`config.mk`:
```
export PLATFORM = sky130hd
export DESIGN_NAME = zbf_seq
export DESIGN_NICKNAME = d
export VERILOG_FILES = /design/src/design/zbf_pkg.sv /design/src/design/zbf_seq.sv
export SDC_FILE = /design/constraint.sdc
export NUM_CORES = 1
export LEC_CHECK = 0
export ABC_CLOCK_PERIOD_IN_PS = 10270
export BUFFER_PORTS_ARGS = -buffer_cell sky130_fd_sc_hd__buf_4
export CAP_MARGIN = 20
export CORE_MARGIN = 2
export CORE_UTILIZATION = 60
export CTS_CLUSTER_SIZE = 28
export DETAILED_ROUTE_END_ITERATION = 6
export PLACE_DENSITY = 0.82
export RECOVER_POWER = 50
export SYNTH_ARGS = -nofsm -noshare
export SYNTH_HDL_FRONTEND = slang
export SYNTH_SLANG_ARGS = --single-unit
```
`constraint.sdc`:
```
create_clock -name clk -period 10.27 [get_ports clk]
set_input_delay 3.081 -clock clk [delete_from_list [all_inputs] [get_ports clk]]
set_output_delay 3.081 -clock clk [all_outputs]
set_load 0.1 [all_outputs]
```
`src/design/zbf_pkg.sv`:
```
package zbf_pkg;

    // Width of a frame dimension as held in the configuration registers.
    localparam int DIM_W = 9;

    // Width used for address sums before they are cut to the store address.
    localparam int WIDE_W = 21;

    typedef enum logic [1:0] {
        OP_CLEAR_ALL   = 2'd0,
        OP_CLEAR_DEPTH = 2'd1,
        OP_BOX_FILL    = 2'd2,
        OP_READ        = 2'd3
    } op_t;

    typedef struct packed {
        op_t                op;
        logic signed [10:0] pos_x;
        logic signed [10:0] pos_y;
        logic [9:0]         box_width;
        logic [9:0]         box_height;
        logic [7:0]         pixel_color;
        logic signed [31:0] depth_value;
    } item_t;

    typedef struct packed {
        logic               rejected;
        logic [7:0]         read_color;
        logic signed [31:0] read_depth;
    } res_t;

    typedef struct packed {
        logic color_we;
        logic depth_we;
        logic rd_en;
    } store_ctl_t;

    // Frame dimension in use: zero counts as one, above the maximum saturates.
    function automatic logic [DIM_W-1:0] eff_dim(input logic [DIM_W-1:0] v,
                                                 input logic [10:0] maxv);
        logic [DIM_W-1:0] r;
        if (v == '0) begin
            r = DIM_W'(1);
        end
        else if ({2'b00, v} > maxv) begin
            r = maxv[DIM_W-1:0];
        end
        else begin
            r = v;
        end
        return r;
    endfunction

endpackage

```
`src/design/zbf_seq.sv`:
```
module zbf_seq #(
    parameter int ADDR_W = 16
) (
    input  logic                        clk,
    input  logic                        rst_n,
    input  logic                        start,
    input  zbf_pkg::item_t              item,
    input  logic [zbf_pkg::DIM_W-1:0]   frame_w,
    input  logic [zbf_pkg::DIM_W-1:0]   frame_h,
    input  logic                        out_free,
    output logic                        idle,
    output logic                        done,
    output zbf_pkg::res_t               result,
    output zbf_pkg::store_ctl_t         store_ctl,
    output logic [ADDR_W-1:0]           store_addr,
    output logic [7:0]                  store_color,
    output logic signed [31:0]          store_depth,
    input  logic [7:0]                  rd_color,
    input  logic signed [31:0]          rd_depth
);

    localparam int DW = zbf_pkg::DIM_W;
    localparam int WW = zbf_pkg::WIDE_W;

    typedef enum logic [6:0] {
        ST_IDLE  = 7'b0000001,
        ST_CLIP  = 7'b0000010,
        ST_BASE  = 7'b0000100,
        ST_CLEAR = 7'b0001000,
        ST_RD    = 7'b0010000,
        ST_CMP   = 7'b0100000,
        ST_DONE  = 7'b1000000
    } state_t;

    state_t              state_reg, state_next;
    zbf_pkg::item_t      item_reg;
    zbf_pkg::res_t       res_reg, res_next;
    logic [DW-1:0]       x0_reg, x0_next;
    logic [DW-1:0]       y0_reg, y0_next;
    logic [DW-1:0]       col_last_reg, col_last_next;
    logic [DW-1:0]       row_last_reg, row_last_next;
    logic [DW-1:0]       col_reg, col_next;
    logic [DW-1:0]       row_reg, row_next;
    logic [ADDR_W-1:0]   base_reg, base_next;
    logic [ADDR_W-1:0]   addr_reg, addr_next;
    logic [ADDR_W-1:0]   last_reg, last_next;

    // Clip arithmetic on signed values wide enough for every sum.
    logic signed [12:0]  xs, ys, ws, hs, wd, ht, xe, ye, w1, h1, wf, hf;
    logic                rej, empty, in_frame;

    // Shared multiplier: frame width times a row count or a row index.
    logic [DW-1:0]       mul_a;
    logic [2*DW-1:0]     prod;
    logic [WW-1:0]       row_addr;
    logic [ADDR_W-1:0]   next_base;
    logic                closer;

    always_comb
    begin
        xs = {{2{item_reg.pos_x[10]}}, item_reg.pos_x};
        ys = {{2{item_reg.pos_y[10]}}, item_reg.pos_y};
        ws = {3'b000, item_reg.box_width};
        hs = {3'b000, item_reg.box_height};
        wd = {4'b0000, frame_w};
        ht = {4'b0000, frame_h};
        xe = xs + ws;
        ye = ys + hs;
        rej = (xs >= wd) || (ys >= ht) || (xe < 0) || (ye < 0);
        w1 = (xe >= wd) ? (wd - 13'sd1 - xs) : ws;
        h1 = (ye >= ht) ? (ht - 13'sd1 - ys) : hs;
        wf = (xs < 0) ? (w1 + xs) : w1;
        hf = (ys < 0) ? (h1 + ys) : h1;
        empty = (wf <= 0) || (hf <= 0);
        in_frame = (xs >= 0) && (ys >= 0) && (xs < wd) && (ys < ht);
    end

    assign mul_a     = (item_reg.op == zbf_pkg::OP_BOX_FILL || item_reg.op == zbf_pkg::OP_READ)
                       ? y0_reg : frame_h;
    assign prod      = frame_w * mul_a;
    assign row_addr  = WW'(prod) + WW'(x0_reg);
    assign next_base = ADDR_W'(WW'(base_reg) + WW'(frame_w));
    assign closer    = rd_depth > item_reg.depth_value;

    // Sequencer.
    always_comb
    begin
        state_next    = state_reg;
        res_next      = res_reg;
        x0_next       = x0_reg;
        y0_next       = y0_reg;
        col_last_next = col_last_reg;
        row_last_next = row_last_reg;
        col_next      = col_reg;
        row_next      = row_reg;
        base_next     = base_reg;
        addr_next     = addr_reg;
        last_next     = last_reg;
        store_ctl     = '0;
        done          = 1'b0;

        unique case (state_reg)
            ST_IDLE:
            begin
                if (start) begin
                    state_next = ST_CLIP;
                end
            end

            ST_CLIP:
            begin
                res_next = '0;
                col_next = '0;
                row_next = '0;
                unique case (item_reg.op)
                    zbf_pkg::OP_CLEAR_ALL,
                    zbf_pkg::OP_CLEAR_DEPTH:
                    begin
                        state_next = ST_BASE;
                    end
                    zbf_pkg::OP_BOX_FILL:
                    begin
                        x0_next       = (xs < 0) ? '0 : xs[DW-1:0];
                        y0_next       = (ys < 0) ? '0 : ys[DW-1:0];
                        col_last_next = DW'(wf - 13'sd1);
                        row_last_next = DW'(hf - 13'sd1);
                        res_next.rejected = rej;
                        state_next = (rej || empty) ? ST_DONE : ST_BASE;
                    end
                    zbf_pkg::OP_READ:
                    begin
                        x0_next    = xs[DW-1:0];
                        y0_next    = ys[DW-1:0];
                        state_next = in_frame ? ST_BASE : ST_DONE;
                    end
                endcase
            end

            ST_BASE:
            begin
                base_next = ADDR_W'(prod);
                if (item_reg.op == zbf_pkg::OP_BOX_FILL || item_reg.op == zbf_pkg::OP_READ) begin
                    addr_next  = ADDR_W'(row_addr);
                    state_next = ST_RD;
                end
                else begin
                    addr_next  = '0;
                    last_next  = ADDR_W'(WW'(prod) - WW'(1));
                    state_next = ST_CLEAR;
                end
            end

            ST_CLEAR:
            begin
                store_ctl.depth_we = 1'b1;
                store_ctl.color_we = (item_reg.op == zbf_pkg::OP_CLEAR_ALL);
                if (addr_reg == last_reg) begin
                    state_next = ST_DONE;
                end
                else begin
                    addr_next = addr_reg + ADDR_W'(1);
                end
            end

            ST_RD:
            begin
                store_ctl.rd_en = 1'b1;
                state_next      = ST_CMP;
            end

            ST_CMP:
            begin
                if (item_reg.op == zbf_pkg::OP_READ) begin
                    res_next.read_color = rd_color;
                    res_next.read_depth = rd_depth;
                    state_next          = ST_DONE;
                end
                else begin
                    // Depth test: write only where the new depth is nearer.
                    store_ctl.color_we = closer;
                    store_ctl.depth_we = closer;
                    state_next         = ST_RD;
                    if (col_reg == col_last_reg) begin
                        col_next = '0;
                        if (row_reg == row_last_reg) begin
                            state_next = ST_DONE;
                        end
                        else begin
                            row_next  = row_reg + DW'(1);
                            base_next = next_base;
                            addr_next = ADDR_W'(WW'(next_base) + WW'(x0_reg));
                        end
                    end
                    else begin
                        col_next  = col_reg + DW'(1);
                        addr_next = addr_reg + ADDR_W'(1);
                    end
                end
            end

            ST_DONE:
            begin
                if (out_free) begin
                    done       = 1'b1;
                    state_next = ST_IDLE;
                end
            end

            default:
            begin
                state_next = ST_IDLE;
            end
        endcase
    end

    // Control state.
    always_ff @(posedge clk or negedge rst_n)
    begin
        if (!rst_n) begin
            state_reg <= ST_IDLE;
        end
        else begin
            state_reg <= state_next;
        end
    end

    // Working registers and the latched request.
    always_ff @(posedge clk)
    begin
        if (start && state_reg == ST_IDLE) begin
            item_reg <= item;
        end
        res_reg      <= res_next;
        x0_reg       <= x0_next;
        y0_reg       <= y0_next;
        col_last_reg <= col_last_next;
        row_last_reg <= row_last_next;
        col_reg      <= col_next;
        row_reg      <= row_next;
        base_reg     <= base_next;
        addr_reg     <= addr_next;
        last_reg     <= last_next;
    end

    assign idle        = (state_reg == ST_IDLE);
    assign result      = res_reg;
    assign store_addr  = addr_reg;
    assign store_color = item_reg.pixel_color;
    assign store_depth = item_reg.depth_value;

endmodule

```
==> results of run 1 <==
## critical path: cells and delay by family
kind,cells,cell delay (ns)
and+or+nand+nor,2,0.40
adders and majority gates,1,0.28
buffers and inverters,3,0.64
AOI/OAI and AO/OA,9,1.42
## logic make-up (layout without fill, tap and decap cells)
group | Yosys count | count (layout) | synth area share
compound gates | 340 | 340 | 0.115
simple gates | 611 | 611 | 0.157
xor+xnor | 198 | 198 | 0.0906
fa+ha+maj | 260 | 260 | 0.193
buf+inv | 260 | 494 | 0.0590
mux | 35 | 35 | 0.0196
flops | 234 | 234 | 0.365
## synthesized netlist by cell type (7+ instances only)
cell type,count,area share
nor2b_1,22,0.0072
o221ai_1,9,0.0041
a21oi_1,92,0.024
xor2_1,87,0.040
xnor2_1,111,0.051
clkbuf_1,33,0.0065
buf_4,40,0.016
a21boi_0,8,0.0031
or2_2,7,0.0023
nand4_1,22,0.0072
inv_1,182,0.036
nand2b_1,27,0.0088
mux2i_1,15,0.0078
and2_1,57,0.019
o21ai_0,80,0.021
o21a_1,22,0.0086
o211ai_1,7,0.0027
a21o_1,33,0.013
a2111oi_0,8,0.0037
nor2_1,143,0.028
fa_1,58,0.061
nand3_1,41,0.011
or3_1,7,0.0023
o21bai_1,9,0.0035
ha_1,202,0.13
edfxtp_1,227,0.36
nand2_1,182,0.036
nor3_1,34,0.0089
mux2_2,20,0.012
and3_1,17,0.0056
nor4_1,15,0.0049
a211oi_1,7,0.0027
## layout make-up
class,count,share of cell area
clock buffers,30,0.0312
clock inverters,19,0.00751
inverters,184,0.0314
multi-input cells,1444,0.502
flip-flops and latches,234,0.318
well taps,402,0.0229
repair buffers,261,0.0875
## cell usage in the layout (no fill, tap or decap), types with 12 or more instances in the layout
cell,netlist,routed
a21o_1,33,33
a21oi_1,92,92
and2_1,57,48
and3_1,17,17
buf_4,40,169
clkbuf_1,33,12
clkbuf_16,0,27
clkbuf_4,0,83
edfxtp_1,227,227
fa_1,58,58
ha_1,202,202
inv_1,182,182
mux2_2,20,20
mux2i_1,15,15
nand2_1,182,182
nand2b_1,27,27
nand3_1,41,41
nand4_1,22,22
nor2_1,143,143
nor2b_1,22,22
nor3_1,34,34
nor4_1,15,15
o21a_1,22,22
o21ai_0,80,79
xnor2_1,111,111
xor2_1,87,87
## path summary, 6_finish.rpt
kind / endpoint / slack, ns / depth (start not counted)
worst max-delay path: store_ctl[2] / 1.36 / 15
worst min-delay path: state_reg[5] / 0.60 / 1
worst max register to register: state_reg[6] / 2.78 / 29
worst min register to register: state_reg[5] / 0.60 / 1
max in group asynchronous: state_reg[0] / 7.55 / 1
min in group asynchronous: state_reg[1] / 2.42 / 1
## metal layers
| layer | GRT usage | part of all wire | vias to the layer above |
|---|---|---|---|
| met5 | 0 | 0 | - |
| met4 | 0.110 | 0.040 | 0 |
| met3 | 0.0369 | 0.069 | 134 |
| met2 | 0.485 | 0.47 | 596 |
| met1 | 0.381 | 0.42 | 7080 |
| li1 | - | - | 7221 |
## where the power goes
| part | leakage (nW) | switching [mW] | total [mW] | internal (mW) |
|---|---|---|---|---|
| clock | 0.411 | 0.398 | 0.932 | 0.535 |
| sequential | 2.16 | 0.131 | 1.58 | 1.45 |
| combinational | 7.03 | 3.21 | 5.20 | 1.99 |
| total | 9.59 | 3.74 | 7.71 | 3.98 |
## through the flow
step | setup slack, ns | hold slack, ns | utilization | power [mW] | instances
floorplan | 1.55 | 0.536 | - | 5.66 | 1938
global placement | 1.09 | 0.560 | 0.673 | 6.54 | 2525
detailed placement | 0.999 | 0.572 | 0.673 | 6.71 | 2525
CTS | 1.37 | 0.587 | 0.700 | 7.67 | 2574
global route | 1.07 | 0.623 | 0.699 | 8.31 | 2574
finish | 1.36 | 0.597 | 0.699 | 7.71 | 2574
==> metrics, run 1 <==
Main synth FF type edfxtp_1; RSZ-0062 raised after global routing no; DP Wirelength 38,200 um; crit path cell chain buf_4 -> ha_1 -> a21o_1 -> a21o_1 -> a21o_1 -> a21o_1 -> a21o_1 -> a21o_1 -> a21oi_1 -> nor2_1 -> nor4_1 -> o21ai_0 -> buf_4 -> o31ai_1 -> buf_4; layout cell share with drive strength beyond 1 0.155; FMAX 0.112 GHz; global-route wire length before repair 76,100 um; crit path kind input pin to output port; Synth Instances 1,938; final setup fails 0; routed len/inst 18.5 um; DRT Wirelength 47,600 um; H-tree depth 1; Post-CTS Setup Inserts 0; R2R Path Start item_reg[71]; height of the die 183 um; diode count 0; Worst Hold Class flop to flop; die width 183 um; HP Start state_reg[4]; Req. time, crit path 7.19 ns; status finished, violations left; number of global-route vias before repair 14,900; Syn. warnings 0; root buf cell clkbuf_16; area of the multi-input gates 11,000 sq um; min cycle time layout 8.91 ns; vias per inst 5.84; number of synthesized flops with an enable pin 227; skew final 0.0123 ns; Worst Setup SP rd_depth[17]; largest net degree at the start of global routing 64; Top cell by count, worst path a21o_1; Num CTS Buffers 27; register area 6990 sq um; Starting Density 0.608; post-route ant nets 0; Placer Congestion 0.979; total gr overflow 0; Mapped Avg Cell Area 9.88 sq um; relative slew slack -0.675; max reg flops 41; post-synthesis net count 2,344; nets 2,558; PD cells 351 nW/um^2; post-route cell area 22,000 sq um; clk sinks 234; via count 15,000; Global Route Usage Sum 0.288; later-pin clock latency in the skew report 0.55 ns; violated checks max-capacitance violations, max-slew violations; final-report hold violation count 0; Reg clk slew, reported paths 0.06 ns; CP Capture Type output port; CTS tree yes; Yosys cell types 81; asr flop ratio synth 0.0299; register bit total from synthesis 234; worst vdd ir 0.298 mV; LEAKAGE 9.59 nW; final setup TNS 0 ns; # port buffers 247; synthesis-to-layout area growth 14.9%; Max stage delay on crit path 0.34 ns; placed instance area 21,200 sq um; core footprint 31,500 sq um; Top Ports 248; Slowest cell on crit path buf_4; # hold bufs at CTS 0; CP arrival 5.83 ns; Max clock buf depth 3; Core Rows 65; TritonRoute pass-1 iters 7; # resized after CTS 0; Mapped Area 19,100 sq um; sequential fraction of the synthesis area 0.365; number of remaining DRC errors 0; CP max FO 2; Fillers 2,350; initial antenna violation count 0; Slew Limit Fails 122; Worst-Margin Slew 2.51 ns; max_cap viols 3; Startpoint Class input pin; Initial DRC Count 1,131; Die ar. 33,400 sq um; period utilization 0.868
(Power assumes the default switching activity.)
==> run 2: changes to the inputs <==
Settings changed: CORE_UTILIZATION 60 to 45, PLACE_DENSITY 0.82 to 0.62.
==> run 2 against run 1 <==
- the run still ends with max-capacitance violations, max-slew violations left
- sequential share of layout area down 0.34 points
- maximum frequency up 0.85%
- worst setup slack better by 0.075 ns
- highest routed layer unchanged
- cell count up 5.6%
- worst hold slack worse by 0.010 ns
- die area up 33%
- clock skew up 0.0011 ns
==> metrics, run 2 (synthesis gave the netlist of run 1 again) <==
Slew Limit Fails 122; nets 2,564; initial antenna violation count 0; Min Hold Slack 0.587 ns; Top cell by count, worst path a21o_1; largest net degree at the start of global routing 64; LEAKAGE 9.63 nW; crit path cell chain buf_4 -> ha_1 -> a21o_1 -> a21o_1 -> a21o_1 -> a21o_1 -> a21o_1 -> a21o_1 -> a21oi_1 -> nor2_1 -> o31a_1 -> o21ai_0 -> buf_4 -> o31ai_1 -> buf_4; Post-CTS Setup Inserts 0; Max clock buf depth 3; diode count 0; placed cells 2,666; root buf cell clkbuf_16; RSZ-0062 raised after global routing no; CP max FO 2; worst vdd ir 0.252 mV; via count 14,600; routed len/inst 18.0 um; height of the die 210 um; final setup fails 0; final-report hold violation count 0; # hold bufs at CTS 0; violated checks max-capacitance violations, max-slew violations; crit path kind input pin to output port; DRT Wirelength 48,900 um; H-tree depth 1; Initial DRC Count 814; Top Ports 248; Slowest cell on crit path ha_1; core footprint 41,900 sq um; commonest non-fill, non-tap cell in the layout edfxtp_1; number of global-route vias before repair 14,500; # port buffers 247; Startpoint Class input pin; global-route wire length before repair 77,200 um; Worst Hold Class flop to flop; most frequent cells in the layout edfxtp_1 (227), ha_1 (202), inv_1 (182), nand2_1 (182), buf_4 (173); Worst-Margin Slew 2.76 ns; total power 7.71 mW; Placer Congestion 0.910; CTS tree yes; min cycle time layout 8.84 ns; post-route ant nets 0; relative slew slack -0.840; layout cell share with drive strength beyond 1 0.159; vias per inst 5.38; total gr overflow 0; # resized after CTS 0; Req. time, crit path 7.19 ns; Core Rows 75; PD cells 347 nW/um^2; FMAX 0.113 GHz; number of remaining DRC errors 0; Max stage delay on crit path 0.29 ns; clk sinks 234; Fillers 3,802; Reg clk slew, reported paths 0.06 ns; Finished Core Util 0.530; Global Route Usage Sum 0.221; final setup TNS 0 ns; max_cap viols 3; CP arrival 5.76 ns; max reg flops 41; synthesis-to-layout area growth 16.2%; CP Capture Type output port; status finished, violations left; period utilization 0.861; die width 210 um; DP Wirelength 39,200 um; skew final 0.0134 ns; TritonRoute pass-1 iters 5; Final Non-Filler Cells 2,719; later-pin clock latency in the skew report 0.56 ns; Die ar. 44,200 sq um; Num CTS Buffers 29; Starting Density 0.456
## run 2: cell types whose count changed in the layout (fill, tap and decap cells not counted), moves of 2 or more
cell,previous run,this run
and2_0,8,18
and2_1,48,38
buf_4,169,173
clkbuf_8,0,3
inv_6,5,2
bufinv_16,2,0
clkbuf_16,27,29
clkbuf_4,83,85
clkinv_2,4,6
## run 2: path summary, 6_finish.rpt
| kind | start | end | slack (ns) | cells past startpoint |
|---|---|---|---|---|
| worst min-delay path | state_reg[4] | state_reg[5] | 0.59 | 1 |
| max in group asynchronous | rst_n | state_reg[0] | 7.56 | 1 |
| worst min register to register | state_reg[4] | state_reg[5] | 0.59 | 1 |
| min in group asynchronous | rst_n | state_reg[1] | 2.40 | 1 |
| worst max register to register | item_reg[71] | state_reg[6] | 3.23 | 30 |
| worst max-delay path | rd_depth[17] | store_ctl[2] | 1.43 | 15 |
## run 2: layout make-up
type | count | area, sq um | share of cell area
Inverter | 184 | 691 | 0.0311
Tap cell | 539 | 674 | 0.0303
Clock inverter | 17 | 97.6 | 0.00439
Clock buffer | 36 | 782 | 0.0352
Timing Repair Buffer | 265 | 1960 | 0.0883
Multi-Input combinational cell | 1444 | 11000 | 0.496
Sequential cell | 234 | 6990 | 0.314
## run 2: layer usage
metal,part of all wire,track usage,vias to the layer above
met3,0.046,0.0299,84
met4,0.032,0.0663,0
met1,0.45,0.298,6963
met2,0.47,0.372,348
li1,-,-,7227
met5,0,0,-
## run 2: metrics by stage
stage          worst slack, ns  cell area (sq um)
6_report                  1.43              22200
2_1_floorplan             1.55              19100
4_1_cts                   1.38              22300
5_1_grt                   1.18              22200
3_3_place_gp             0.996              21400
3_5_place_dp             0.972              21400
## run 2: worst max-delay path, delay by kind of cell
family	cells	cell delay, ns
compound gates	10	1.74
fa+ha+maj	1	0.29
buf+inv	3	0.53
simple gates	1	0.10
## run 2: power by group
group          switching [mW]  internal, mW  total [mW]
combinational            3.19          1.99        5.18
sequential              0.127          1.45        1.58
clock                   0.407         0.538       0.945
==> run 3: changes to the inputs <==
Settings changed: BUFFER_PORTS_ARGS -buffer_cell sky130_fd_sc_hd__buf_4 to -buffer_cell sky130_fd_sc_hd__buf_2, CELL_PAD_IN_SITES_DETAIL_PLACEMENT set to 2, CELL_PAD_IN_SITES_GLOBAL_PLACEMENT set to 2, CORE_UTILIZATION 45 to 41, PLACE_DENSITY 0.62 to 0.85.
==> run 3 against run 2 <==
- largest cell class unchanged
- clock skew grew 0.0056 ns
- maximum frequency decreased by 5.8%
- critical path depth unchanged
- power up 6.1%
- final area decreased by 2.4%
- utilization fell by 6.2 points
- global-route usage is 6.9 points higher
- highest routed layer unchanged
- via count up 8.8%
- sequential power about the same
- die area up 9.6%
- critical endpoint unchanged
- the flow still finishes with violations (max-capacitance violations, max-slew violations)
==> metrics, run 3 (synthesis gave the netlist of run 1 again) <==
post-route ant nets 0; die width 220 um; Global Route Usage Sum 0.290; DRT Wirelength 70,500 um; reg2reg path depth 29; height of the die 220 um; status finished, violations left; Slew Limit Fails 105; max_cap viols 2; nets 2,564; Die ar. 48,400 sq um; placed instance area 20,900 sq um; number of global-route vias before repair 17,900; Worst Hold Class flop to flop; vias per inst 5.70; final-report hold violation count 0; post-route cell area 21,700 sq um; Reg clk slew, reported paths 0.07 ns; LEAKAGE 9.37 nW; CP arrival 6.30 ns; number of remaining DRC errors 0; final setup TNS 0 ns; Top Ports 248; relative slew slack -1.00; Fillers 4,863; # resized after CTS 0; core footprint 46,400 sq um; # port buffers 247; commonest non-fill, non-tap cell in the layout buf_2; CTS tree yes; Max clock buf depth 3; PD cells 377 nW/um^2; clk sinks 234; Hold Path Depth 1; CP max FO 2; Placer Congestion 0.890; max reg flops 41; root buf cell clkbuf_16; FMAX 0.107 GHz; worst vdd ir 0.251 mV; Core Rows 79; routed len/inst 25.2 um; DP Wirelength 54,900 um; Req. time, crit path 7.19 ns; CP Capture Type output port; final setup fails 0; total power 8.18 mW; largest net degree at the start of global routing 64; RSZ-0062 raised after global routing no; met2 WL post-DR 36,200 um; initial antenna violation count 8; crit path kind input pin to output port; most frequent cells in the layout buf_2 (238), edfxtp_1 (227), ha_1 (202), inv_1 (182), nand2_1 (182); global-route wire length before repair 107,000 um; Num CTS Buffers 29; later-pin clock latency in the skew report 0.59 ns; violated checks max-capacitance violations, max-slew violations; period utilization 0.914; min cycle time layout 9.38 ns; Post-CTS Setup Inserts 0; synthesis-to-layout area growth 13.3%; total gr overflow 0; layout cell share with drive strength beyond 1 0.153; WL met1 28,500 um; Startpoint Class input pin; TritonRoute pass-1 iters 4; # hold bufs at CTS 0; Worst-Margin Slew 3.00 ns; H-tree depth 1; DR top layer met4; Starting Density 0.413; via count 15,900; Initial DRC Count 813; skew final 0.0191 ns; Reg2Reg Setup Slack 2.98 ns; metal3 WL 2760 um
run 3: changes by cell type in the layout (fill, tap and decap cells not counted), moves of 2 or more:
| cell | before | now |
|---|---|---|
| and2_0 | 18 | 32 |
| and2_1 | 38 | 24 |
| buf_2 | 0 | 238 |
| buf_4 | 173 | 10 |
| clkbuf_1 | 11 | 21 |
| clkbuf_4 | 85 | 0 |
| clkbuf_8 | 3 | 0 |
| clkinv_2 | 6 | 4 |
| clkinvlp_4 | 3 | 1 |
| diode_2 | 0 | 8 |
run 3: layout make-up:
class                   instances  area (sq um)  share of cell area
well taps                     607           759              0.0350
flip-flops and latches        234          6990               0.322
inverters                     184           691              0.0318
diodes                          8          20.0            0.000923
clock buffers                  34           744              0.0343
repair buffers                265          1340              0.0618
clock inverters                15           106             0.00490
multi-input cells            1444         11000               0.509
run 3: worst paths after layout:
| check | from | end |
|---|---|---|
| setup / recovery | rd_depth[17] | store_ctl[2] |
| hold / removal | state_reg[4] | state_reg[5] |
| setup reg to reg | item_reg[71] | state_reg[6] |
| hold reg to reg | state_reg[4] | state_reg[5] |
| max in group asynchronous | rst_n | state_reg[0] |
| min in group asynchronous | rst_n | state_reg[2] |
run 3: metal layers:
layer / global-route usage / vias up
met4: 0.122 / 0
li1: - / 7229
met2: 0.527 / 397
met5: 0 / -
met3: 0.0398 / 161
met1: 0.341 / 8121
run 3: critical path, cell delays in order:
cell     delay (ns)
buf_2          0.11
ha_1           0.31
a21o_1         0.20
a21o_1         0.17
a21o_1         0.19
a21o_1         0.18
a21o_1         0.17
a21o_1         0.20
a21oi_1        0.25
nor2_1         0.10
nor4_1         0.32
o21ai_0        0.19
buf_4          0.20
o31ai_1        0.13
buf_2          0.52
run 3: power by group:
part	switching (mW)	internal, mW	total (mW)
sequential	0.149	1.46	1.60
combinational	3.62	1.98	5.61
clock	0.431	0.537	0.968
run 3: metrics by stage:
stage / std cells / setup WS, ns / utilization / hold slack, ns
6_report: 2791 / 0.885 / 0.468 / 0.612
4_1_cts: 2782 / 1.01 / 0.468 / 0.596
3_3_place_gp: 2733 / 0.937 / 0.450 / 0.568
2_1_floorplan: 1938 / 1.55 / - / 0.536
3_5_place_dp: 2733 / 0.723 / 0.450 / 0.576
5_1_grt: 2791 / 0.726 / 0.468 / 0.651
